File: src/hdl/pals_sqrt.sv
// ----------------------------------------------------------------------------
// pals_sqrt
// Bit-serial integer square root, one result bit per cycle, rounded to
// nearest at the end.
// ----------------------------------------------------------------------------
module pals_sqrt #(
  parameter int ROOT_W = 48
) (
  input  logic                  clk,
  input  logic                  rst,
  input  logic                  start,
  input  logic [2*ROOT_W-1:0]   radicand,
  output logic                  done,
  output logic [ROOT_W:0]       root
);

  localparam int CW = $clog2(ROOT_W + 1);

  logic [2*ROOT_W-1:0] rad;
  logic [ROOT_W-1:0]   rt;
  logic [ROOT_W+1:0]   rem;
  logic [CW-1:0]       cnt;
  logic                busy;

  logic [ROOT_W+3:0]   rem_t;
  logic [ROOT_W+3:0]   trial;
  logic [ROOT_W+3:0]   rem_sub;
  logic                fits;

  always_comb begin
    rem_t   = {rem, rad[2*ROOT_W-1 -: 2]};
    trial   = {2'b00, rt, 2'b01};
    fits    = rem_t >= trial;
    rem_sub = rem_t - trial;
  end

  always_ff @(posedge clk) begin
    if (rst) begin
      busy <= 1'b0;
      done <= 1'b0;
      cnt  <= '0;
    end else begin
      if (start) begin
        rad  <= radicand;
        rt   <= '0;
        rem  <= '0;
        cnt  <= '0;
        busy <= 1'b1;
        done <= 1'b0;
      end else if (busy) begin
        if (cnt == CW'(ROOT_W)) begin
          // round to nearest: remainder above root means past the midpoint
          if (rem > {2'b00, rt}) begin
            root <= {1'b0, rt} + (ROOT_W+1)'(1);
          end else begin
            root <= {1'b0, rt};
          end
          done <= 1'b1;
          busy <= 1'b0;
        end else begin
          rem  <= fits ? rem_sub[ROOT_W+1:0] : rem_t[ROOT_W+1:0];
          rt   <= {rt[ROOT_W-2:0], fits};
          rad  <= rad << 2;
          cnt  <= cnt + CW'(1);
          done <= 1'b0;
        end
      end else begin
        done <= 1'b0;
      end
    end
  end

endmodule
File: config.mk
export PLATFORM = sky130hd
export DESIGN_NAME = pals_sqrt
export DESIGN_NICKNAME = d
export VERILOG_FILES = /design/src/hdl/pals_sqrt.sv
export SDC_FILE = /design/constraint.sdc
export NUM_CORES = 1
export LEC_CHECK = 0
export BUFFER_PORTS_ARGS = -buffer_cell sky130_fd_sc_hd__buf_2
export CAP_MARGIN = 20
export CORE_ASPECT_RATIO = 1.2
export CORE_MARGIN = 2
export CORE_UTILIZATION = 50
export DETAILED_ROUTE_END_ITERATION = 8
export PLACE_DENSITY = 0.75
export SLEW_MARGIN = 30
export SYNTH_ARGS = -nofsm -noshare
export SYNTH_HDL_FRONTEND = slang
export SYNTH_SLANG_ARGS = --single-unit
File: constraint.sdc
create_clock -name clk -period 12.65 [get_ports clk]
set_input_delay 0 -clock clk [delete_from_list [all_inputs] [get_ports clk]]
set_output_delay 0 -clock clk [all_outputs]
set_load 0.02 [all_outputs]
======== After elaboration in Yosys (flattened, before gate mapping) ========
Cells that the tools add are included.
word-level totals
  flip-flop bits (word level) ............. 251
  latch bits .............................. 0
  bits in writable memories ............... 0
  memory bits (read-only) ................. 0
  bits of input ports ..................... 99
  output and inout bits ................... 50
  memories ................................ 0
cells by class
  $add $sub $neg .......................... 3
  $mul .................................... 0
  div/mod/pow operators ................... 0
  magnitude comparators ................... 2
  equality and inequality tests ........... 2
  shift-type cells ........................ 0
  multiplexer cells ....................... 13
  bitwise operators ....................... 4
  reduce and logical (&&, ||, !) cells .... 6
operator list
  kind                                            count
  two-way mux 96 bit                              3
  two-way mux 50 bit                              3
  two-way mux 48 bit                              3
  greater-or-equal comparator 52 x 50 -> 1 bit    1
  greater-than comparator 50 x 48 -> 1 bit        1
  subtractor 50 bit                               1
  adder 48 x 1 -> 49 bit (second input constant)  1
  adder 6 x 1 -> 6 bit (second input constant)    1
  equality test 6 bit (second input constant)     1
  two-way mux 1 bit                               4
  NOT 1 bit                                       4
  AND reduction 4 bit                             1
  AND reduction 3 bit                             1
  OR reduction 3 bit                              1
  != test 2 bit (second input constant)           1
  AND reduction 2 bit                             1
  nonzero test 2 bit                              1
  OR reduction 2 bit                              1

======== Depth between registers and ports, before layout ========
Gate-level depths: netlist of run 1.
  depth after elaboration ................. 4
  mapped depth ............................ 15
  gate-level depth less buffers ........... 13

======== Worst setup path after synthesis of run 1 ========
Ideal clock, no wire load.
  kind .................................... register to register
  start point ............................. register cnt[0]
  end point ............................... register rad[0] (enable)
  library setup time ...................... 815 ps
  arrival ................................. 10230 ps
  required time ........................... 11835 ps
  slack ................................... 1606 ps
  cell stages (with the launch flop) ...... 6
  clock period less this slack ............ 11044 ps
  cell sequence ........................... dfxtp_1 -> inv_1 -> ha_1 -> nand4_1 -> nand2_1 -> a21oi_1
on the way
  word-level cells in the longest chain between the ends .. 3
ends and longest elaborated chain
  what                           line  RTL
  start: declaration             22    logic [CW-1:0] cnt;
  start signal: assignment       64    cnt <= cnt + CW'(1);
  equality test 6 bit            51    if (cnt == CW'(ROOT_W)) begin
  != test 2 bit (no line)        -
  AND reduction 3 bit (no line)  -
  end signal: assignment         44    rad <= radicand;
  end signal: assignment         63    rad <= rad << 2;
  end: declaration               19    logic [2*ROOT_W-1:0] rad;
Every way passes these cells.
A chain may end at the register's enable or synchronous reset.

======== Worst setup path in the final report of run 1 ========
  start point ............................. register rt[7]
  end point ............................... register rem[45], data pin
on the way
  word-level cells in the longest chain between the ends .. 4
ends and longest elaborated chain
  what                                                                                      line    RTL
  start: declaration                                                                        20      logic [ROOT_W-1:0] rt;
  start signal: assignment                                                                  62      rt <= {rt[ROOT_W-2:0], fits};
  subtractor 50 bit / greater-or-equal comparator 52 x 50 -> 1 bit (equally long branches)  34, 33
  two-way mux 50 bit (*)                                                                    61      rem <= fits ? rem_sub[ROOT_W+1:0] : rem_t[ROOT_W+1:0];
  two-way mux 50 bit (*)                                                                    51
  two-way mux 50 bit (*)                                                                    50      end else if (busy) begin
  end signal: assignment                                                                    61
  end: declaration                                                                          21      logic [ROOT_W+1:0] rem;
Every way passes the cells marked *; elsewhere a longest branch is shown, timed or not. The select of a mux whose other input is x is not followed.

==> results of run 1 <==
==> where the power goes <==
group | switching [uW] | total (uW) | internal (uW)
Combinational | 259 | 463 | 204
Sequential | 26.1 | 1010 | 983
Clock | 330 | 762 | 433
==> cells in the final DEF, fill, tap and decap left out, drive strengths merged, types with 7 or more instances in the layout <==
cell	Yosys	final
edfxtp	243	243
buf	19	158
nor2	142	142
dlygate4sd3	0	98
mux2	94	94
a21oi	84	84
xnor2	79	79
inv	74	74
nand2	60	60
ha	54	54
nand3	44	44
o21ai	40	40
clkbuf	29	33
nor3	27	27
a21o	23	23
nand4	23	23
mux2i	14	14
clkinv	1	13
o21bai	11	11
a31oi	11	11
xor2	11	11
and2	9	9
and3	9	9
dfxtp	8	8
nor2b	7	7
nor4	7	7
==> through the flow <==
stage	setup slack (ns)	area, um^2	total power [uW]
after floorplan	1.61	13700	1370
after global placement	8.03	14800	1450
after detailed placement	7.88	14800	1460
after CTS	7.86	16600	2240
after global routing	8.09	16600	2340
final	8.32	16600	2230
==> cells by family after synthesis <==
logic type	count (synthesis)
buf+inv	123
xor+xnor	90
fa+ha+maj	54
compound gates	212
flops	251
simple gates	353
mux	108
==> critical path: cells and delay by family, from the launching register on <==
family,cells,cell delay (ns)
DFF,1,0.42
and+or+nand+nor,1,0.46
adders and majority gates,1,0.34
buffers and inverters,3,0.89
AOI/OAI and AO/OA,9,1.97
==> worst max path at each step <==
stage	start	endpoint	slack [ns]	cells after the start
6_report	rt[7]$_SDFFCE_PP0P_	rem[45]$_SDFFCE_PP0P_	8.32	14
5_1_grt	rt[7]$_SDFFCE_PP0P_	rem[45]$_SDFFCE_PP0P_	8.09	14
4_1_cts	rt[7]$_SDFFCE_PP0P_	rem[45]$_SDFFCE_PP0P_	7.86	14
3_5_place_dp	rt[7]$_SDFFCE_PP0P_	rem[45]$_SDFFCE_PP0P_	7.88	14
3_3_place_gp	rt[7]$_SDFFCE_PP0P_	rem[45]$_SDFFCE_PP0P_	8.03	14
2_1_floorplan	cnt[0]$_SDFFE_PN0P_	rad[0]$_SDFFCE_PN0P_	1.61	5
==> routing by layer <==
layer / vias to the layer above / global-route usage / share of wire
li1: 4828 / - / -
met1: 4708 / 0.268 / 0.41
met2: 287 / 0.396 / 0.51
met3: 56 / 0.0388 / 0.054
met4: 2 / 0.0624 / 0.026
met5: - / 0 / 0.00042
==> timing repair <==
action / in CTS / in global routing
hold buffers: 98 / 0
endpoints found under the hold margin: 137 / 0
setup endpoints to repair: 0 / 0
==> registers in the layout, indices dropped and copies added (netlist names) <==
name and cells:
rad 96, root 49, cnt 6, done 1
rt 48, rem 50, busy 1
==> final cells by class <==
class	instances	area share
sequential	251	0.449
multi-input combinational	817	0.349
timing repair buffer	256	0.110
inverter	75	0.0169
antenna	1	0.000151
tap	340	0.0256
clock inverter	15	0.00813
clock buffer	33	0.0420
==> metrics list, run 1 <==
* CP Capture Type: register
* Number of antenna violations at the first check in global routing: 2
- Number of instances resized during post-cts repair: 0
- Slew of the pin with the lowest slew margin: 0.850 ns
* NumNets Final: 1,581
* RD Place Congestion: 0.918
* Type of the most critical hold path: in -> reg
- Slew margin rel.: 0.433
- Footprint of the flip-flops and latches: 7460 um^2
- After routing, the total negative slack on setup checks comes to 0 ns.
- Number of storage elements in the synthesis netlist: 251
- Clock tree root buffer cell: sky130_fd_sc_hd__clkbuf_16
- Counting cells, the worst reg-to-reg path comes to 14.
- Of the synthesized area, sequential elements account for 0.544.
* Area leader, netlist: sky130_fd_sc_hd__edfxtp_1
* Synthesized-area fraction occupied by adder cells: 0.0493
* DIE AREA: 28,800 um^2
* Fin Clk Skew: 0.0159 ns
* Register clock-pin slew on the reported worst setup and hold paths: 0.06 ns
- Type of origin of the critical path: register
- For this run, asynchronously set or reset flops after synthesis account for 0.
* Req. time, crit path: 12.94 ns
- Counting flops with a built-in enable in the synthesized netlist gives 243.
- In the routed design, unresolved DRC markers number 0.
- TritonCTS built the clock tree.
* Final hold slack: 0.227 ns
* Final cell utilization of the core: 0.613
- Endpoint of the worst register-to-register path: rem[45]$_SDFFCE_PP0P_
* Number of CTS-inserted buffers: 27
- Synthesized-area fraction occupied by xor and xnor cells: 0.0575
* Max-capacitance violation count: 0
- In the final layout, the share of cells above drive strength 1 is 0.221.
* Top-count cell post-synth: sky130_fd_sc_hd__edfxtp_1
- Most area-consuming cells after synthesis: sky130_fd_sc_hd__edfxtp_1 53%, sky130_fd_sc_hd__mux2_2 7.7%, sky130_fd_sc_hd__xnor2_1 5.0%
- Setup repair after global routing left no endpoint under its margin.
* Number of primary I/O pins: 149
- Buffers added to address setup during post-CTS repair amount to 0.
* Largest family of logic cells by synthesized area: simple AND/OR/NAND/NOR gates
* Power per unit of standard cell area: 135 nW/um^2
* Post-synthesis instance area: 13,700 um^2
- The worst register-to-register path has a setup slack of 8.32 ns.
- Ratio of final minimum period to clock period: 0.343
- Proportion of synthesized area in mux cells: 0.0874
- Total of fill cells in the finished design: 2,181
- Global-route total usage across every layer: 0.218
- Via count: 9,881
- Maximum clock path buffer count: 3
* Clk sinks: 251
- Synth top cells by count: 243 x sky130_fd_sc_hd__edfxtp_1, 140 x sky130_fd_sc_hd__nor2_1, 94 x sky130_fd_sc_hd__mux2_2
* Max stage delay on crit path: 0.55 ns
- Data arrival time at the worst-slack endpoint: 4.62 ns
- The via count of the first global-routing pass came to 10,119.
* Global-route congestion overflow total: 0
* Routed wire length per instance: 17.5 um
- Mean post-synth cell area: 11.5 um^2
- Start of the worst register-to-register path: rt[7]$_SDFFCE_PP0P_
* DIE WIDTH: 155 um
- DPL Wire Length: 20.2 mm
* Synth Area in Compound Gates: 0.0960
- The final-report hold violation count came to 0.
* Highest Clock Rate: 231 MHz
- CTS built an H-tree with a depth of 1.
* Most common flop cell mapped by yosys: sky130_fd_sc_hd__edfxtp_1
- Of the total synthesized cell area, the portion taken by AND, OR, NAND and NOR gates is 0.130.
- Leakage component of the power: 0.00636 uW
- Total area of multi-input combinational cells: 5790 um^2
- CP Class: reg -> reg
* Placed cell count: 1,640
- Total number of yosys warnings: 0
- The first detailed-routing pass ran for 7 iterations.
- Compared with the post-synthesis result, the final layout area differs by 21.1%.
- After floorplanning, the core was divided into 66 placement rows.
- Count of mapped cells out of synthesis: 1,191
* Area share of the largest cell type after synthesis: 0.532
- In this run the vertical extent of the chip is 185 um.
- Slowest cell on the critical path: sky130_fd_sc_hd__buf_4
- Worst-path cell chain: inv_1 -> ha_1 -> a21oi_1 -> o211ai_1 -> a21oi_1 -> a21boi_1 -> o21bai_1 -> a31o_2 -> a21oi_4 -> buf_4 -> or2_0 -> inv_1 -> o21a_1 -> a32o_1
- In this run the remaining antenna-violating nets after routing total 0.
* Synthesized netlist net count: 1,344
* Maximum number of pins on one net before global-route repair: 72
- Crit Path Max Fanout: 50
- The initial utilization of the core area, before any placement, comes to 0.506.
- Across the VDD grid, the largest voltage drop is 0.102 mV.
* Total routed wirelength: 31.2 mm
- Violation count after the first detailed-route iteration: 467
- The netlist uses 78 different library cells.
- In the routed layout, each cell is associated on average with a via count of 5.53.
* Wire length of the first global-routing pass: 50.7 mm
- Outcome: finished clean
- Worst skew pair latency: 0.54 ns
- Worst hold path cell count: 3
- The final number of max-transition violations was 0.
- Setup violators final: 0
- Core region area: 27,100 um^2
* Post-layout min period: 4.33 ns
- Buffers placed on the I/O ports in this run total 148.
- The count of cells in the finished layout, fillers not included, comes to 1,788.
- Min-Delay Startpoint: rst
* Worst min-delay path endpoint: busy$_SDFF_PP0_
No activity file was read; power rests on OpenSTA's default activity.
==> inputs of run 2 (changes only) <==
Settings changed: ABC_AREA set to 1, PLACE_DENSITY 0.75 to 0.77.
Clock period 12.65 ns to 3.7 ns, I/O delays scaled along.
==> run 2 against run 1 <==
Utilization decreased by 0.48 points; first-iteration DRC count increased by 110%; non-clock buffer count up 21; register-to-register slack got worse by 7.8 ns; clock-buffer cell count grew 3; setup slack lost 7.8 ns; combinational power grew to 4.3 times the previous value; design area increased by 19%; clock skew shrank 0.0013 ns.
==> metrics list, run 2 <==
- The run finished with clean final reports.
- CP Capture Type: register
* Leading cell type in the layout, fill and taps excluded: sky130_fd_sc_hd__nand2_1
* Synth top cells by count: 835 x sky130_fd_sc_hd__nand2_1, 274 x sky130_fd_sc_hd__nor2_1, 273 x sky130_fd_sc_hd__inv_1
* Most common flop cell mapped by yosys: sky130_fd_sc_hd__edfxtp_1
- DIE AREA: 34,500 um^2 (+20%)
- The total clock buffers created by CTS is 28 (+3.7%).
- The required time reported for the critical path endpoint came to 4.02 ns (-8.92 ns).
- The total met3 wirelength after detailed routing came to 3.09 mm (+83%).
* Number of primary I/O pins: 149 (unchanged)
- The number of register bits inferred by synthesis was 251 (unchanged).
- Number of flip-flops in the largest register: 96 (unchanged)
- DPL Wire Length: 35.9 mm (+78%)
- Standard cell area after detailed placement: 17,700 um^2 (+20%)
- In the layout the commonest cells are 834 x sky130_fd_sc_hd__nand2_1, 273 x sky130_fd_sc_hd__nor2_1, 271 x sky130_fd_sc_hd__inv_1.
- The share of post-route cells with drive strength above 1 was 0.138 (-0.0828).
- H-tree Lvls: 1 (unchanged)
- Worst VDD drop: 0.472 mV (+360%)
- The first-pass iteration count of the detailed router is 7 (unchanged).
* Synthesized netlist net count: 2,336 (+74%)
* Initial standard-cell utilization of the core: 0.509 (+0.00292)
* Largest registers: rad (96), rem (50), root (49)
* Top routing layer used: met4
- Area share of the largest cell type after synthesis: 0.442 (-0.0902)
- The first-pass GRT wire length was 78.9 mm (+56%).
- TritonCTS built the clock tree.
* Length in cells of the worst reg-to-reg path: 13 (-1)
- Mean post-synth cell area: 7.57 um^2 (-34%)
- Post-layout instance count excluding filler cells: 2,865 (+60%)
- Die Y: 203 um (+9.5%)
- The DRC marker count from the first detailed-route iteration was 968 (+110%).
- Number of antenna violations at the first check in global routing: 1 (-1)
- Met1 Wirelength: 19.3 mm (+50%)
- The global-route usage over all layers is 0.297 (+0.0784).
* Final antenna-violating net count: 0 (unchanged)
* Placed cell count: 2,703 (+65%)
* Clock tree root buffer cell: sky130_fd_sc_hd__clkbuf_16
* Unrepaired setup endpoints after global routing: false
- sky130_fd_sc_hd__nand2_1 is the most common cell in the netlist.
- The mean number of vias per cell was 5.25 (-5.0%).
* Global-route congestion overflow total: 0 (unchanged)
- The summed instance area of the synthesized netlist is 16,500 um^2 (+20%).
- The number of different library cells in the post-synthesis netlist is 42 (-46%).
* Total met2 wirelength after detailed routing: 25.2 mm (+59%)
- The top achievable clock speed was 315 MHz (+36%).
- The endpoint arrival time on the critical path is 3.49 ns (-1.13 ns).
- The clock input transition at the sequential cells of the worst setup and hold paths was 0.06 ns (about the same).
* Finished Cell Area: 19,700 um^2 (+19%)
- The power after layout was 8270 uW (+270%).
- Ranked by total cell area, the synthesized netlist is headed by sky130_fd_sc_hd__edfxtp_1 44%, sky130_fd_sc_hd__nand2_1 19%, sky130_fd_sc_hd__nor2_1 6.2%.
* Worst skew pair latency: 0.56 ns (+0.02 ns)
- The final number of max-transition violations was 0 (unchanged).
- Async S/R FF share, synth: 0 (unchanged)
* Ratio of final minimum period to clock period: 0.859 (+0.516)
- The sequential standard cell area was 7460 um^2 (about the same).
- Core region area: 32,400 um^2 (+20%)
* Count of mapped cells out of synthesis: 2,183 (+83%)
* Vias in the first global route: 15,078 (+49%)
* Synthesis-to-finish area growth: 19.5%
* Total area of multi-input combinational cells: 7690 um^2 (+33%)
- Setup violators final: 0 (unchanged)
- Via count: 15,049 (+52%)
- The worst clock skew on the final layout is 0.0147 ns (-0.00126 ns).
- The remaining routing DRC violations came to 0 (unchanged).
- The filler cell count was 2,830 (+30%).
- Power per unit of standard cell area: 419 nW/um^2 (+210%)
* Slew of the pin with the lowest slew margin: 0.834 ns (-0.0161 ns)
- The wire length per cell was 17.7 um (+1.3%).
- The biggest fanout along the worst timing path was 49 (-2.0%).
- The sum of routed wire length over all layers was 50.7 mm (+62%).
* Number of hold violations in the final report: 0 (unchanged)
* Leakage component of the power: 0.00919 uW (+45%)
- The largest buffer count on any clock path was 3 (unchanged).
- The number of placement rows was 72 (+9.1%).
- # port buffers: 148 (unchanged)
- The depth of the worst hold-timing path is 3 (unchanged).
* Type of the most critical hold path: in -> reg
- Sequential element share of the synthesized area: 0.451 (-0.0922)
- sky130_fd_sc_hd__edfxtp_1 takes more of the synthesized area than any other cell.
- The pin count of the biggest net entering global routing came to 87 (+21%).
* Clk sinks: 251 (unchanged)
* Type of origin of the critical path: register
- The critical path in this run is classified as reg -> reg.
- RD Place Congestion: 1.01 (+9.5%)
* Number of synthesized flops with an enable pin: 243 (unchanged)
- Slew margin rel.: 0.443 (+0.00949)
- NumNets Final: 2,589 (+64%)
- The width of the chip came to 170 um (+9.5%).
- Post-layout min period: 3.18 ns (-1.16 ns)
- The max capacitance violation total is 0 (unchanged).
- The total of warnings raised by yosys came to 0 (unchanged).
- The setup slack of the worst register-to-register path is 0.52 ns (-7.79 ns).
- Largest Register: rad
## run 2: changes by cell type after synthesis, moves of 18 or more
cell / delta
sky130_fd_sc_hd__o21ai_2: +39
sky130_fd_sc_hd__inv_1: +199
sky130_fd_sc_hd__xnor2_1: -77
sky130_fd_sc_hd__nand3_1: +18
sky130_fd_sc_hd__mux2_2: -94
sky130_fd_sc_hd__nand2_2: +46
sky130_fd_sc_hd__nor2_1: +134
sky130_fd_sc_hd__nand2_1: +775
sky130_fd_sc_hd__a21o_1: -22
sky130_fd_sc_hd__a21oi_1: -32
sky130_fd_sc_hd__xor2_1: +59
## run 2: worst paths after layout
path,end,from
max,rem[49]$_SDFFCE_PP0P_,rt[42]$_SDFFCE_PP0P_
min,busy$_SDFF_PP0_,rst
max reg2reg,rem[49]$_SDFFCE_PP0P_,rt[42]$_SDFFCE_PP0P_
min reg2reg,cnt[5]$_SDFFE_PN0P_,cnt[5]$_SDFFE_PN0P_
## run 2: kinds of logic (layout without fill, tap and decap cells)
group	count (synthesis)	in the layout	share of synthesized area
adder cells (fa/ha/maj)	54	54	0.0409
other	0	1	0
buffers and inverters	345	619	0.0863
flip-flops	251	251	0.451
AND/OR/NAND/NOR	1306	1306	0.322
XOR/XNOR	72	72	0.0382
AO/OA/AOI/OAI	155	155	0.0609
## run 2: per-layer routing
layer | up-vias | GRT usage
met5 | - | 0
met4 | 0 | 0.161
met3 | 142 | 0.0318
met2 | 632 | 0.535
met1 | 6878 | 0.345
li1 | 7397 | -
## run 2: worst max-delay path, cell delays in order, from the launching register on
cell and delay [ns]:
sky130_fd_sc_hd__edfxtp_1 0.44, sky130_fd_sc_hd__inv_1 0.16, sky130_fd_sc_hd__ha_1 0.41, sky130_fd_sc_hd__nand2_1 0.12
sky130_fd_sc_hd__nor2_1 0.29, sky130_fd_sc_hd__and2_1 0.21, sky130_fd_sc_hd__nand2_1 0.10, sky130_fd_sc_hd__nor2_2 0.17
sky130_fd_sc_hd__nand3_2 0.12, sky130_fd_sc_hd__nand3_2 0.10, sky130_fd_sc_hd__buf_4 0.52, sky130_fd_sc_hd__nand3_1 0.14
sky130_fd_sc_hd__nand2_1 0.09, sky130_fd_sc_hd__inv_1 0.04
## run 2: power by group
| part | internal [uW] | switching, uW | total (uW) |
|---|---|---|---|
| clock network | 1640 | 1190 | 2830 |
| registers | 3360 | 91.6 | 3450 |
| logic | 688 | 1300 | 1990 |
## run 2: final cells by class
class	count	share of cell area
multi-input combinational	1587	0.390
sequential	251	0.378
timing repair buffer	277	0.105
inverter	291	0.0555
clock buffer	36	0.0381
tap	407	0.0258
clock inverter	15	0.00786
antenna	1	0.000127
## run 2: per-stage QoR
| stage | util | worst slack (ns) | hold WS, ns | TNS, ns |
|---|---|---|---|---|
| after floorplan | - | -0.636 | 0.0691 | -123.37 |
| after global placement | 0.547 | 0.596 | 0.236 | 0 |
| after detailed placement | 0.547 | 0.577 | 0.232 | 0 |
| after CTS | 0.608 | 0.561 | 0.174 | 0 |
| after global routing | 0.609 | 0.299 | 0.192 | 0 |
| final | 0.609 | 0.522 | 0.196 | 0 |
## run 2: what timing repair did
item                                   4_1_cts  5_1_grt
hold buffers                               110        0
buffers inserted                             0        0
endpoints found under the hold margin      114        0
resized for setup                            0        0
